### src/hdl/fpc_pkg.sv
`timescale 1ns / 1ps
// Shared types, constants and binary64 helper functions for the affine clamp.
// Used by every module of the block; depends on nothing.
package fpc_pkg;

    localparam int LATENCY = 16;
    localparam logic [63:0] QNAN = 64'h7FF8000000000000;
    localparam logic [10:0] EXP_ONES = 11'h7FF;

    // Register indexes of the configuration port
    typedef enum logic [1:0] {
        REG_SCALE  = 2'd0,
        REG_OFFSET = 2'd1,
        REG_LOWER  = 2'd2,
        REG_UPPER  = 2'd3
    } cfg_reg_t;

    typedef logic signed [13:0] exp_t;

    // Unrounded value: sig[55] is the leading bit, sig[2:1] guard and round,
    // sig[0] sticky; e is the biased exponent
    typedef struct packed {
        logic        sign;
        exp_t        e;
        logic [55:0] sig;
    } rnd_t;

    // Special-case flags that ride along with an operation
    typedef struct packed {
        logic nan;
        logic inf;
        logic zero;
        logic sign;
    } spec_t;

    function automatic logic is_nan(input logic [63:0] b);
        return (b[62:52] == EXP_ONES) && (b[51:0] != 52'd0);
    endfunction

    // Count leading zeros, 64 when the word is zero
    function automatic logic [6:0] lzc64(input logic [63:0] v);
        logic [6:0] cnt;
        cnt = 7'd64;
        for (int i = 0; i < 64; i++) begin
            if (v[i]) cnt = 7'(63 - i);
        end
        return cnt;
    endfunction

    // Shift a value whose exponent is below the normal range into subnormal form
    function automatic rnd_t denorm(input rnd_t r);
        rnd_t        o;
        exp_t        sh;
        logic [5:0]  sh6;
        logic [63:0] w;
        logic [63:0] mask;
        logic        st;
        o = r;
        if (r.e < 14'sd1) begin
            sh = 14'sd1 - r.e;
            if (sh > 14'sd63) sh6 = 6'd63;
            else sh6 = sh[5:0];
            w = {8'd0, r.sig};
            mask = (64'd1 << sh6) - 64'd1;
            st = |(w & mask);
            w = w >> sh6;
            o.sig = {w[55:1], w[0] | st};
            o.e = 14'sd0;
        end
        return o;
    endfunction

    // Round to nearest even and pack; carry out of the fraction bumps the exponent
    function automatic logic [63:0] round_pack(input rnd_t r);
        logic [62:0] base;
        logic        up;
        logic [62:0] sum;
        if (r.e >= 14'sd2047) begin
            return {r.sign, EXP_ONES, 52'd0};
        end
        base = {r.e[10:0], r.sig[54:3]};
        up = r.sig[2] & ((|r.sig[1:0]) | r.sig[3]);
        sum = base + {62'd0, up};
        return {r.sign, sum};
    endfunction

endpackage

### src/hdl/fpc_clamp.sv
`timescale 1ns / 1ps
// Two-stage clamp: upper bound (min), then lower bound (max), NaN ignoring.
// Depends on fpc_pkg for NaN detection and the canonical NaN.
module fpc_clamp
(
    input  logic        clk,
    input  logic        rst_n,
    input  logic        valid_in,
    input  logic        last_in,
    input  logic [63:0] val,
    input  logic [63:0] lower,
    input  logic [63:0] upper,
    output logic        valid_out,
    output logic        last_out,
    output logic [63:0] result
);

    logic [1:0]  v_reg;
    logic [1:0]  l_reg;
    logic [63:0] c1_reg, c1_next;
    logic [63:0] c2_reg, c2_next;

    // Ordered less-than on non-NaN values, zeros compare equal
    function automatic logic fp_less(input logic [63:0] x, input logic [63:0] y);
        if ((x[62:0] == 63'd0) && (y[62:0] == 63'd0)) return 1'b0;
        if (x[63] != y[63]) return x[63];
        if (!x[63]) return x[62:0] < y[62:0];
        return x[62:0] > y[62:0];
    endfunction

    // Apply the upper bound; a tie keeps the computed value
    always_comb
    begin
        logic nb, nv;
        nb = fpc_pkg::is_nan(upper);
        nv = fpc_pkg::is_nan(val);
        if (nb && nv) c1_next = fpc_pkg::QNAN;
        else if (nb) c1_next = val;
        else if (nv) c1_next = upper;
        else c1_next = fp_less(upper, val) ? upper : val;
    end

    // Apply the lower bound last so it wins over the upper
    always_comb
    begin
        logic nb, nv;
        nb = fpc_pkg::is_nan(lower);
        nv = fpc_pkg::is_nan(c1_reg);
        if (nb && nv) c2_next = fpc_pkg::QNAN;
        else if (nb) c2_next = c1_reg;
        else if (nv) c2_next = lower;
        else c2_next = fp_less(c1_reg, lower) ? lower : c1_reg;
    end

    // Advance the valid and last bits
    always_ff @(posedge clk or negedge rst_n)
    begin
        if (!rst_n) begin
            v_reg <= '0;
            l_reg <= '0;
        end
        else begin
            v_reg <= {v_reg[0], valid_in};
            l_reg <= {l_reg[0], last_in};
        end
    end

    // Hold the clamped values
    always_ff @(posedge clk)
    begin
        c1_reg <= c1_next;
        c2_reg <= c2_next;
    end

    assign valid_out = v_reg[1];
    assign last_out  = l_reg[1];
    assign result    = c2_reg;

endmodule

### config.mk
export PLATFORM = sky130hd
export DESIGN_NAME = fpc_clamp
export DESIGN_NICKNAME = d
export VERILOG_FILES = /design/src/hdl/fpc_pkg.sv /design/src/hdl/fpc_clamp.sv
export SDC_FILE = /design/constraint.sdc
export NUM_CORES = 1
export LEC_CHECK = 0
export ABC_CLOCK_PERIOD_IN_PS = 3000
export BUFFER_PORTS_ARGS = -buffer_cell sky130_fd_sc_hd__clkbuf_2
export CAP_MARGIN = 30
export CORE_MARGIN = 5
export CORE_UTILIZATION = 52
export CTS_CLUSTER_DIAMETER = 40
export DETAILED_ROUTE_END_ITERATION = 16
export MAX_ROUTING_LAYER = met4
export PLACE_DENSITY_LB_ADDON = 0.1
export SYNTH_ARGS = -nofsm -noshare
export SYNTH_HDL_FRONTEND = slang
export SYNTH_SLANG_ARGS = --single-unit
### constraint.sdc
create_clock -name clk -period 3 [get_ports clk]
set_input_delay 0.3 -clock clk [delete_from_list [all_inputs] [get_ports clk]]
set_output_delay 0.3 -clock clk [all_outputs]
set_load 0.03 [all_outputs]
==> results.md <==
* Status: finished, final reports clean
* Crit path max-delay family: simple AND/OR/NAND/NOR gates
* Share of total power in combinational logic at 36.6%
* Post-Synth XOR/XNOR Area at 0%
* Critical Path Slowest Stage Cell: nor4_2
* CP Capture Type: flop
* CTS Buf Count at 17
* Root Buffer: clkbuf_16
* Leakage at 5.55 nW
* Post-synth EDFFs at 0
* Slew @ Worst Pin at 0.709 ns
* Unique masters post-synth at 61
* Cell Chain, Critical Path: ha_1 > nand4_1 > nor4_2 > nand4_1 > nor4_4 > nor2_2 > a31oi_1 > a21boi_4 > buf_12 > a22o_1
* Layout cell share with drive strength beyond 1 at 30.3%
* Max-cap violations at 0
* Arrival @ worst endpoint at 3.15 ns
* Compound-cell area share of the yosys netlist at 24.5%
* Fmax at 352 MHz
* Post-Synthesis Cells at 883
* DIE HEIGHT at 135 µm
* Slowest cell delay on critical path at 0.40 ns
* DIE WIDTH at 135 µm
* Most common cell after layout, fill and taps aside: clkbuf_2
* DR pass1 iterations at 5
* Crit path launch type: flop
* Post-DRT Antenna Nets at 0
* HP Class: input port to flop
* Sw frac at 37.1%
* Gr usage total at 30.3%
* Number of vias per cell at 5.91
* Switch Pwr at 0.00255 W
* Setup TNS Final at 0 ns
* Power Total at 0.00688 W
* Initial Utilization at 53.2%
* Vias at 8433
* First-pass GRT wire length at 42100 µm
* Flop pwr share at 35.4%
* Post-route insts no fill at 1426
* Pint at 0.00433 W
* P&R area growth vs syn at 31.3%
* RSZ-0062 raised after global routing: no
* Die area at 18200 µm²
* FP Rows at 45
* Most used cell, CP: nand4_1
* Mapped Area at 8120 µm²
* Final worst path period share at 94.6%
* Buf/Inv on CP at 1
* PD cells at 645 nW/µm²
* Yosys warnings at 0
* Final Wtd Congestion at 1.01
* Worst EP required at 3.31 ns
* Synthesized flop and latch total at 132
* Worst skew pair latency at 0.43 ns
* Clock Power Share at 28.0%
* Drt drc at 0
* Critical Path Fanout Max at 23
* Maximum clock path buffer count at 2
* Port bufs at 261
* Final worst slack at 0.163 ns
* Most frequent cells in the layout: 261 x clkbuf_2, 136 x inv_1, 128 x dfxtp_1, 126 x ha_1, 104 x a22o_1
* Routed WL per cell at 19.1 µm
* H-tree depth at 4
* Net count after synthesis at 1205
* Relative slew slack at 52.3%
* Iter 0 DRT Violations at 795
* Final count of pins violating max slew at 0
* Post-synthesis async set-or-reset flop share at 3.03%
* Hold Slack at 0.117 ns
* Clock skew at 0.00784 ns
* # IOs at 262
* Synth Area in Simple Gates at 15.3%
* Final setup fails at 0
* Adder-cell share of the synthesized area at 19.4%
* Initial antenna violation count at 0
* Crit Path Class: flop to flop
* Register area share after synthesis at 32.8%
* Clock sink count at 132
* Routed WL at 27300 µm
* ANT cells at 0
* Final net count at 1524
* Syn Area/Cell at 9.20 µm²
* Post-synthesis mux area share at 0.123%
* Fin crit period at 2.84 ns
* Gr ovfl total at 0
* Fin. Hold Viols at 0
* Placed cells at 1390
* Vias in the first global route at 8037
* Final HPWL DP at 23300 µm
* TritonCTS clock tree: yes
* Post-Place Setup Slack at 0.0366 ns
* Filler Cells Inserted at 1286
* Largest family of logic cells by synthesized area: compound AO/OA/AOI/OAI gates
* Clk pin slew, worst setup/hold paths at 0.06 ns
* Core area at 15300 µm²
* Pin count of the biggest net entering global routing at 38
* Worst VDD drop at 0.440 mV
* Post-synth top flop: dfxtp_1
[layer usage]
layer  track usage, %  vias to the layer above  wire (µm)
li1                 -                     4023          -
met1             42.1                     3927      12500
met2             46.1                      437      11800
met3             4.66                       46       2410
met4             8.40                        0        524
met5                -                        -          0
[power by group through the flow]
stage	Clock (W)	Combinational (W)	Sequential [W]
6_report	0.00193	0.00251	0.00244
4_1_cts	0.00195	0.00249	0.00243
3_5_place_dp	0	0.00248	0.00247
5_1_grt	0.00204	0.00271	0.00247
3_3_place_gp	0	0.00245	0.00246
2_1_floorplan	0	0.00111	0.00286
[final timing paths]
path / from / endpoint / slack, ns / cells after the start
min: lower[22] / result[22] / 0.12 / 2
max reg2reg: c1_reg[44] / result[0] / 0.16 / 10
min in group asynchronous: rst_n / l_reg[1] / 0.22 / 2
min reg2reg: l_reg[0] / l_reg[1] / 0.35 / 0
max in group asynchronous: rst_n / l_reg[0] / 2.66 / 2
max: c1_reg[44] / result[0] / 0.16 / 10
[cell usage after synthesis (6+ instances only)]
| cell | instances | share of area [%] |
|---|---|---|
| dfxtp_1 | 128 | 32 |
| a21oi_1 | 52 | 3.2 |
| ha_1 | 126 | 19 |
| a22o_1 | 104 | 11 |
| inv_1 | 136 | 6.3 |
| a211oi_1 | 6 | 0.55 |
| nor4_1 | 71 | 5.5 |
| nand4_1 | 44 | 3.4 |
| a21o_1 | 8 | 0.74 |
| nand3_1 | 20 | 1.2 |
| nor2_1 | 12 | 0.55 |
| nand2_1 | 36 | 1.7 |
| o22a_1 | 19 | 2.0 |
| o21ai_0 | 17 | 1.0 |
| buf_2 | 16 | 0.99 |
| nor3_1 | 9 | 0.55 |
[layout make-up]
cell class / count / area (µm²) / share of cell area, %
clock buffer: 19 / 443 / 4.15
clock inverter: 13 / 110 / 1.03
inverter: 136 / 510 / 4.79
multi-input combinational: 594 / 4840 / 45.4
sequential: 132 / 2660 / 25.0
tap: 211 / 264 / 2.48
timing repair buffer: 321 / 1840 / 17.2
[worst register-to-register path: stages, from the launching register on]
cell	delay (ns)
dfxtp_1	0.35
ha_1	0.32
nand4_1	0.21
nor4_2	0.41
nand4_1	0.23
nor4_4	0.33
nor2_2	0.08
a31oi_1	0.29
a21boi_4	0.14
buf_12	0.18
a22o_1	0.20
[kinds of logic (layout without fill, tap and decap cells)]
kind of cell	after synthesis	after routing
multiplexers	1	1
buffers and inverters	157	489
AO/OA/AOI/OAI	255	255
adder cells (fa/ha/maj)	126	126
flip-flops	132	132
AND/OR/NAND/NOR	212	212
[metrics by stage]
step / utilization, % / instance area [µm²]
global placement: 66.0 / 10100
finish: 69.9 / 10700
detailed placement: 66.0 / 10100
floorplan: - / 8120
CTS: 69.8 / 10700
global route: 69.9 / 10700
[what timing repair did]
item,4_1_cts,5_1_grt
endpoints found under the setup margin,0,11
buffers inserted,0,1
hold endpoints to repair,6,0
hold buffers,3,0
resized for setup,0,1
Power figures use the tool's default switching activity.
