--- config.mk ---
export PLATFORM = sky130hd
export DESIGN_NAME = fpc_add
export DESIGN_NICKNAME = d
export VERILOG_FILES = /design/src/hdl/fpc_pkg.sv /design/src/hdl/fpc_add.sv
export SDC_FILE = /design/constraint.sdc
export NUM_CORES = 2
export LEC_CHECK = 0
export BUFFER_PORTS_ARGS = -buffer_cell sky130_fd_sc_hd__clkbuf_2
export CORE_ASPECT_RATIO = 1.1
export CORE_MARGIN = 2
export CORE_UTILIZATION = 55
export CTS_CLUSTER_DIAMETER = 60
export DETAILED_ROUTE_END_ITERATION = 16
export HOLD_SLACK_MARGIN = 0.1
export PLACE_DENSITY_LB_ADDON = 0.3
export REMOVE_ABC_BUFFERS = 1
export SETUP_SLACK_MARGIN = 0.15
export SLEW_MARGIN = 15
export SYNTH_ARGS = -nofsm -noshare
export SYNTH_HDL_FRONTEND = slang
export SYNTH_SLANG_ARGS = --single-unit
--- constraint.sdc ---
create_clock -name clk -period 5.08 [get_ports clk]
set_input_delay 1.016 -clock clk [delete_from_list [all_inputs] [get_ports clk]]
set_output_delay 1.016 -clock clk [all_outputs]
set_load 0.005 [all_outputs]
--- src/hdl/fpc_pkg.sv ---
`timescale 1ns / 1ps
// Shared types, constants and binary64 helper functions for the affine clamp.
// Used by every module of the block; depends on nothing.
package fpc_pkg;

    localparam int LATENCY = 16;
    localparam logic [63:0] QNAN = 64'h7FF8000000000000;
    localparam logic [10:0] EXP_ONES = 11'h7FF;

    // Register indexes of the configuration port
    typedef enum logic [1:0] {
        REG_SCALE  = 2'd0,
        REG_OFFSET = 2'd1,
        REG_LOWER  = 2'd2,
        REG_UPPER  = 2'd3
    } cfg_reg_t;

    typedef logic signed [13:0] exp_t;

    // Unrounded value: sig[55] is the leading bit, sig[2:1] guard and round,
    // sig[0] sticky; e is the biased exponent
    typedef struct packed {
        logic        sign;
        exp_t        e;
        logic [55:0] sig;
    } rnd_t;

    // Special-case flags that ride along with an operation
    typedef struct packed {
        logic nan;
        logic inf;
        logic zero;
        logic sign;
    } spec_t;

    function automatic logic is_nan(input logic [63:0] b);
        return (b[62:52] == EXP_ONES) && (b[51:0] != 52'd0);
    endfunction

    // Count leading zeros, 64 when the word is zero
    function automatic logic [6:0] lzc64(input logic [63:0] v);
        logic [6:0] cnt;
        cnt = 7'd64;
        for (int i = 0; i < 64; i++) begin
            if (v[i]) cnt = 7'(63 - i);
        end
        return cnt;
    endfunction

    // Shift a value whose exponent is below the normal range into subnormal form
    function automatic rnd_t denorm(input rnd_t r);
        rnd_t        o;
        exp_t        sh;
        logic [5:0]  sh6;
        logic [63:0] w;
        logic [63:0] mask;
        logic        st;
        o = r;
        if (r.e < 14'sd1) begin
            sh = 14'sd1 - r.e;
            if (sh > 14'sd63) sh6 = 6'd63;
            else sh6 = sh[5:0];
            w = {8'd0, r.sig};
            mask = (64'd1 << sh6) - 64'd1;
            st = |(w & mask);
            w = w >> sh6;
            o.sig = {w[55:1], w[0] | st};
            o.e = 14'sd0;
        end
        return o;
    endfunction

    // Round to nearest even and pack; carry out of the fraction bumps the exponent
    function automatic logic [63:0] round_pack(input rnd_t r);
        logic [62:0] base;
        logic        up;
        logic [62:0] sum;
        if (r.e >= 14'sd2047) begin
            return {r.sign, EXP_ONES, 52'd0};
        end
        base = {r.e[10:0], r.sig[54:3]};
        up = r.sig[2] & ((|r.sig[1:0]) | r.sig[3]);
        sum = base + {62'd0, up};
        return {r.sign, sum};
    endfunction

endpackage

--- src/hdl/fpc_add.sv ---
`timescale 1ns / 1ps
// Seven-stage binary64 adder, round to nearest even.
// Depends on fpc_pkg for the rounding helpers and stage types.
module fpc_add
(
    input  logic        clk,
    input  logic        rst_n,
    input  logic        valid_in,
    input  logic        last_in,
    input  logic [63:0] a,
    input  logic [63:0] b,
    output logic        valid_out,
    output logic        last_out,
    output logic [63:0] sum_bits
);

    logic [6:0]        v_reg;
    logic [6:0]        l_reg;
    fpc_pkg::spec_t    sp_reg [6:0];
    logic [6:0]        zs_reg;
    logic [6:0]        sub_reg;
    fpc_pkg::exp_t     be_reg [4:0];

    fpc_pkg::spec_t    sp_next;
    logic              zs_next;
    logic              sub_next;
    fpc_pkg::exp_t     be_next;
    logic [52:0]       bm_next, sm_next;
    logic [10:0]       d_next;

    logic [52:0]       bm1_reg, sm1_reg;
    logic [10:0]       d1_reg;
    logic [55:0]       big2_reg, sml2_reg, sml2_next;
    logic [56:0]       s3_reg;
    logic [56:0]       s4_reg;
    logic [6:0]        lz4_reg;
    fpc_pkg::rnd_t     r5_reg, r5_next, r6_reg;
    logic              z5_reg, z6_reg;
    logic [63:0]       out7_reg, out7_next;

    // Unpack, order by magnitude and flag the special cases
    always_comb
    begin
        logic        na, nb, ia, ib, a_big;
        logic [63:0] bg, sm;
        logic [10:0] bge, sme;
        na = fpc_pkg::is_nan(a);
        nb = fpc_pkg::is_nan(b);
        ia = (a[62:52] == fpc_pkg::EXP_ONES) && (a[51:0] == 52'd0);
        ib = (b[62:52] == fpc_pkg::EXP_ONES) && (b[51:0] == 52'd0);
        a_big = (a[62:0] >= b[62:0]);
        bg = a_big ? a : b;
        sm = a_big ? b : a;
        bge = (bg[62:52] == 11'd0) ? 11'd1 : bg[62:52];
        sme = (sm[62:52] == 11'd0) ? 11'd1 : sm[62:52];
        bm_next = {|bg[62:52], bg[51:0]};
        sm_next = {|sm[62:52], sm[51:0]};
        d_next  = bge - sme;
        be_next = fpc_pkg::exp_t'({3'd0, bge});
        sub_next = a[63] ^ b[63];
        zs_next  = a[63] & b[63];
        sp_next.nan  = na | nb | (ia & ib & (a[63] != b[63]));
        sp_next.inf  = ia | ib;
        sp_next.zero = 1'b0;
        sp_next.sign = ia ? a[63] : (ib ? b[63] : bg[63]);
    end

    // Align the smaller operand, keep the lost bits as sticky
    always_comb
    begin
        logic [63:0] w, mask;
        logic [5:0]  sh6;
        logic        st;
        sh6 = (d1_reg > 11'd63) ? 6'd63 : d1_reg[5:0];
        w = {5'd0, sm1_reg, 3'd0, 3'd0};
        w = w >> 3;
        mask = (64'd1 << sh6) - 64'd1;
        st = |(w & mask);
        w = w >> sh6;
        sml2_next = {w[55:1], w[0] | st};
    end

    // Normalize after the add
    always_comb
    begin
        r5_next.sign = sp_reg[3].sign;
        if (s4_reg[56]) begin
            r5_next.e   = be_reg[3] + 14'sd1;
            r5_next.sig = {s4_reg[56:2], s4_reg[1] | s4_reg[0]};
        end
        else begin
            r5_next.e   = be_reg[3] - fpc_pkg::exp_t'({7'd0, lz4_reg});
            r5_next.sig = s4_reg[55:0] << lz4_reg[5:0];
        end
    end

    // Round and substitute special results
    always_comb
    begin
        if (sp_reg[5].nan) out7_next = fpc_pkg::QNAN;
        else if (sp_reg[5].inf) out7_next = {sp_reg[5].sign, fpc_pkg::EXP_ONES, 52'd0};
        else if (z6_reg) out7_next = {zs_reg[5], 63'd0};
        else out7_next = fpc_pkg::round_pack(r6_reg);
    end

    // Advance the valid and last bits
    always_ff @(posedge clk or negedge rst_n)
    begin
        if (!rst_n) begin
            v_reg <= '0;
            l_reg <= '0;
        end
        else begin
            v_reg <= {v_reg[5:0], valid_in};
            l_reg <= {l_reg[5:0], last_in};
        end
    end

    // Advance the payload
    always_ff @(posedge clk)
    begin
        sp_reg[0] <= sp_next;
        for (int i = 1; i < 7; i++) begin
            sp_reg[i] <= sp_reg[i-1];
        end
        be_reg[0] <= be_next;
        for (int i = 1; i < 5; i++) begin
            be_reg[i] <= be_reg[i-1];
        end
        zs_reg   <= {zs_reg[5:0], zs_next};
        sub_reg  <= {sub_reg[5:0], sub_next};
        bm1_reg  <= bm_next;
        sm1_reg  <= sm_next;
        d1_reg   <= d_next;
        big2_reg <= {bm1_reg, 3'd0};
        sml2_reg <= sml2_next;
        s3_reg   <= sub_reg[1] ? (57'(big2_reg) - 57'(sml2_reg))
                               : (57'(big2_reg) + 57'(sml2_reg));
        s4_reg   <= s3_reg;
        lz4_reg  <= fpc_pkg::lzc64({s3_reg[55:0], 8'd0});
        r5_reg   <= r5_next;
        z5_reg   <= (s4_reg == 57'd0);
        r6_reg   <= fpc_pkg::denorm(r5_reg);
        z6_reg   <= z5_reg;
        out7_reg <= out7_next;
    end

    assign valid_out = v_reg[6];
    assign last_out  = l_reg[6];
    assign sum_bits  = out7_reg;

endmodule

==> results.md <==
* Outcome: complete, no violations
* Post-synth EDFFs at 0
* Detailed-route via count at about 39000
* Worst slew margin at 0.144
* Worst min path class: in -> async
* Max IR drop VDD at ~0.00033 V
* Sequential share of the synthesized area at 0.330
* Initial antenna violation count at 7
* Synth warn at 0
* Drt drc at 0
* Cells after synthesis at approximately 4700
* Chip width at 257 um
* Final worst setup slack at 315 ps
* WS Path Type: reg -> reg
* Max Freq at between 200 and 250 MHz
* Synth Register Bits at between 600 and 700
* Clock skew at ~36 ps
* Mean post-synth cell area at 8.27 um2
* Worst-path fanout max at 5
* RSZ-0062 raised after global routing: true
* Drt first-iter violations at slightly above 4000
* Core Util, Final at 0.637
* Post-synth cell types at 95
* First-pass GRT wire length at approximately 230 mm
* Max reg flops at 70
* Post-route insts no fill at about 6000
* Die ar. at slightly above 0.07 mm2
* Final hold vios at 0
* Arrival time at the worst endpoint at 5280 ps
* Startpoint Class: flop
* # IOs at roughly 200
* Hpwl dp at 121 mm
* Grt ovf at 0
* Post-layout nets at about 5300
* Top FF cell, synth: dfxtp_1
* Placed cell areas at roughly 0.042 mm2
* Async S/R FF share, synth at 0.0220
* Slew Limit Fails at 0
* Pre-CTS WS at -480 ps
* Vert. Die Dim at 282 um
* Fill cell count at ~6000
* TritonCTS buffer count at 68
* Final period util at 0.938
* Clock Tree Buf Depth at 3
* Number of H-tree levels at 3
* All-Layer GR Usage at 0.423
* TritonCTS clock tree: yes
* Worst setup EP type: flop
* Row cnt at 102
* Final Wtd Congestion at 1.09
* Clk_lat worst skew at approximately 660 ps
* Share of post-route cells with drive strength above 1 at 0.173
* Placed Cells at around 6000
* DRT Wirelength at roughly 160 mm
* Root buffer cell: clkbuf_16
* Number of global-route vias before repair at 37135
* Netlist Area Pre-Place at between 0.03 and 0.04 mm2
* DR WL/cell at ~27 um
* Routed vias/inst at about 6.5
* Synthesis-to-finish area growth at 15.2%
* Largest net degree at the start of global routing at 82
* Finished Cell Area at 0.0446 mm2
* PwrDens at just under 600 mW/mm2
* Port Buffer Count at approximately 200
* Critical Path RT at 5590 ps
* Leakage at roughly 19 nW
* Antenna viol nets, final at 0
* Max-cap violation count at 0
* Count of final setup violators at 0
* Clock Pin Slew Worst Setup and Hold Paths at approximately 60 ps
* CTS sink count at 636
* Slew @ Worst Pin at 1270 ps
* Core area at roughly 0.070 mm2
* Minimum clock period at ~4800 ps
* DRT Pass-1 Iters at 7
* # hold bufs at CTS at 0
* Initial Util at 0.553
[critical path, stage by stage, from the launching register on]
cell and delay (ps):
dfxtp_1 370, inv_1 150, ha_1 230, nor3b_1 290
and4_1 320, a21oi_1 100, nor3_2 320, nor2_1 110
nand3_1 100, ha_2 260, o31a_1 190, o21a_1 320
nor3_1 80, a311o_1 460, a221oi_1 400, o221ai_1 280
nor4b_2 350, a21oi_1 130, buf_4 190
[final timing paths]
| path | to | from | cells past startpoint | slack, ps |
|---|---|---|---|---|
| setup / recovery | r6_reg[0] | r5_reg[57] | 18 | 310 |
| hold / removal | l_reg[0] | rst_n | 1 | 260 |
| setup reg to reg | r6_reg[0] | r5_reg[57] | 18 | 310 |
| hold reg to reg | be_reg[0][38] | be_reg[0][24] | 0 | 320 |
| max in group asynchronous | v_reg[6] | rst_n | 1 | 4580 |
| min in group clk | be_reg[0][38] | be_reg[0][24] | 0 | 320 |
[through the flow]
| stage | total power (W) | setup TNS (ps) | hold WS, ps |
|---|---|---|---|
| 2_1_floorplan | 0.0151 | -116910 | 310 |
| 3_3_place_gp | 0.0207 | -947 | 310 |
| 3_5_place_dp | 0.0207 | -1570 | 312 |
| 4_1_cts | 0.0258 | 0 | 265 |
| 5_1_grt | 0.0275 | 0 | 286 |
| 6_report | 0.0266 | 0 | 261 |
[Yosys cell counts, drive strengths merged, types with 48 or more instances]
cell | number | area share
a21oi | 281 | 0.036
a21o | 54 | 0.010
buf | 77 | 0.0090
a31oi | 61 | 0.010
xor2 | 58 | 0.013
inv | 233 | 0.023
nand4 | 60 | 0.0097
nand3 | 112 | 0.014
mux4 | 48 | 0.028
xnor2 | 77 | 0.017
mux2 | 132 | 0.038
ha | 196 | 0.063
mux2i | 278 | 0.072
dfxtp | 622 | 0.32
o21ai | 382 | 0.049
nand2 | 476 | 0.046
nor2 | 430 | 0.042
nor3 | 87 | 0.012
o22ai | 69 | 0.011
nor4 | 77 | 0.013
clkbuf | 206 | 0.020
[where the power goes]
part	total, W	leakage, nW	internal (W)	switching, W
Combinational	0.0129	12.7	0.00493	0.00800
Sequential	0.00853	5.38	0.00638	0.00215
Clock	0.00512	1.13	0.00295	0.00217
Total	0.0266	19.2	0.0143	0.0123
[cell usage in the layout, fill, tap and decap left out, types with 56 or more instances in the layout]
master	netlist	final
ha_1	196	195
clkbuf_16	0	69
nor3_1	83	79
o22ai_1	69	69
inv_1	232	231
clkbuf_2	1	197
mux2_2	132	132
a21oi_1	281	280
nand3_1	112	112
nand4_1	60	60
o21ai_0	380	368
xnor2_1	77	77
xor2_1	58	58
dfxtp_1	622	610
nor2_1	430	430
nand2_1	476	474
buf_4	3	304
a31oi_1	60	56
mux2i_1	278	278
nor4_1	76	74
[area by class of cell]
cell class | count | area [um2] | share of cell area
repair buffers | 504 | 3330 | 0.0745
multi-input cells | 3530 | 24100 | 0.540
clock inverters | 33 | 433 | 0.00970
well taps | 936 | 1170 | 0.0262
inverters | 237 | 890 | 0.0199
clock buffers | 90 | 1900 | 0.0425
flip-flops and latches | 636 | 12800 | 0.287
diodes | 3 | 7.51 | 0.000168
[routing by layer]
metal / part of all wire / global-route usage / vias up
li1: - / - / 17541
met1: 0.34 / 0.447 / 18229
met2: 0.46 / 0.712 / 2347
met3: 0.088 / 0.0989 / 767
met4: 0.10 / 0.373 / 2
met5: 0.000057 / 0.00132 / -
[cells by family after synthesis]
kind of cell | synth area share
AND/OR/NAND/NOR | 0.172
AO/OA/AOI/OAI | 0.212
flip-flops | 0.330
buffers and inverters | 0.0520
multiplexers | 0.138
adder cells (fa/ha/maj) | 0.0651
XOR/XNOR | 0.0305
other | 0.0000968
[what timing repair did]
item / 4_1_cts / 5_1_grt
setup buffers: 0 / 1
endpoints found under the setup margin: 0 / 6
gates resized for setup: 0 / 34
Note: power is estimated with default switching activity, not from simulation.
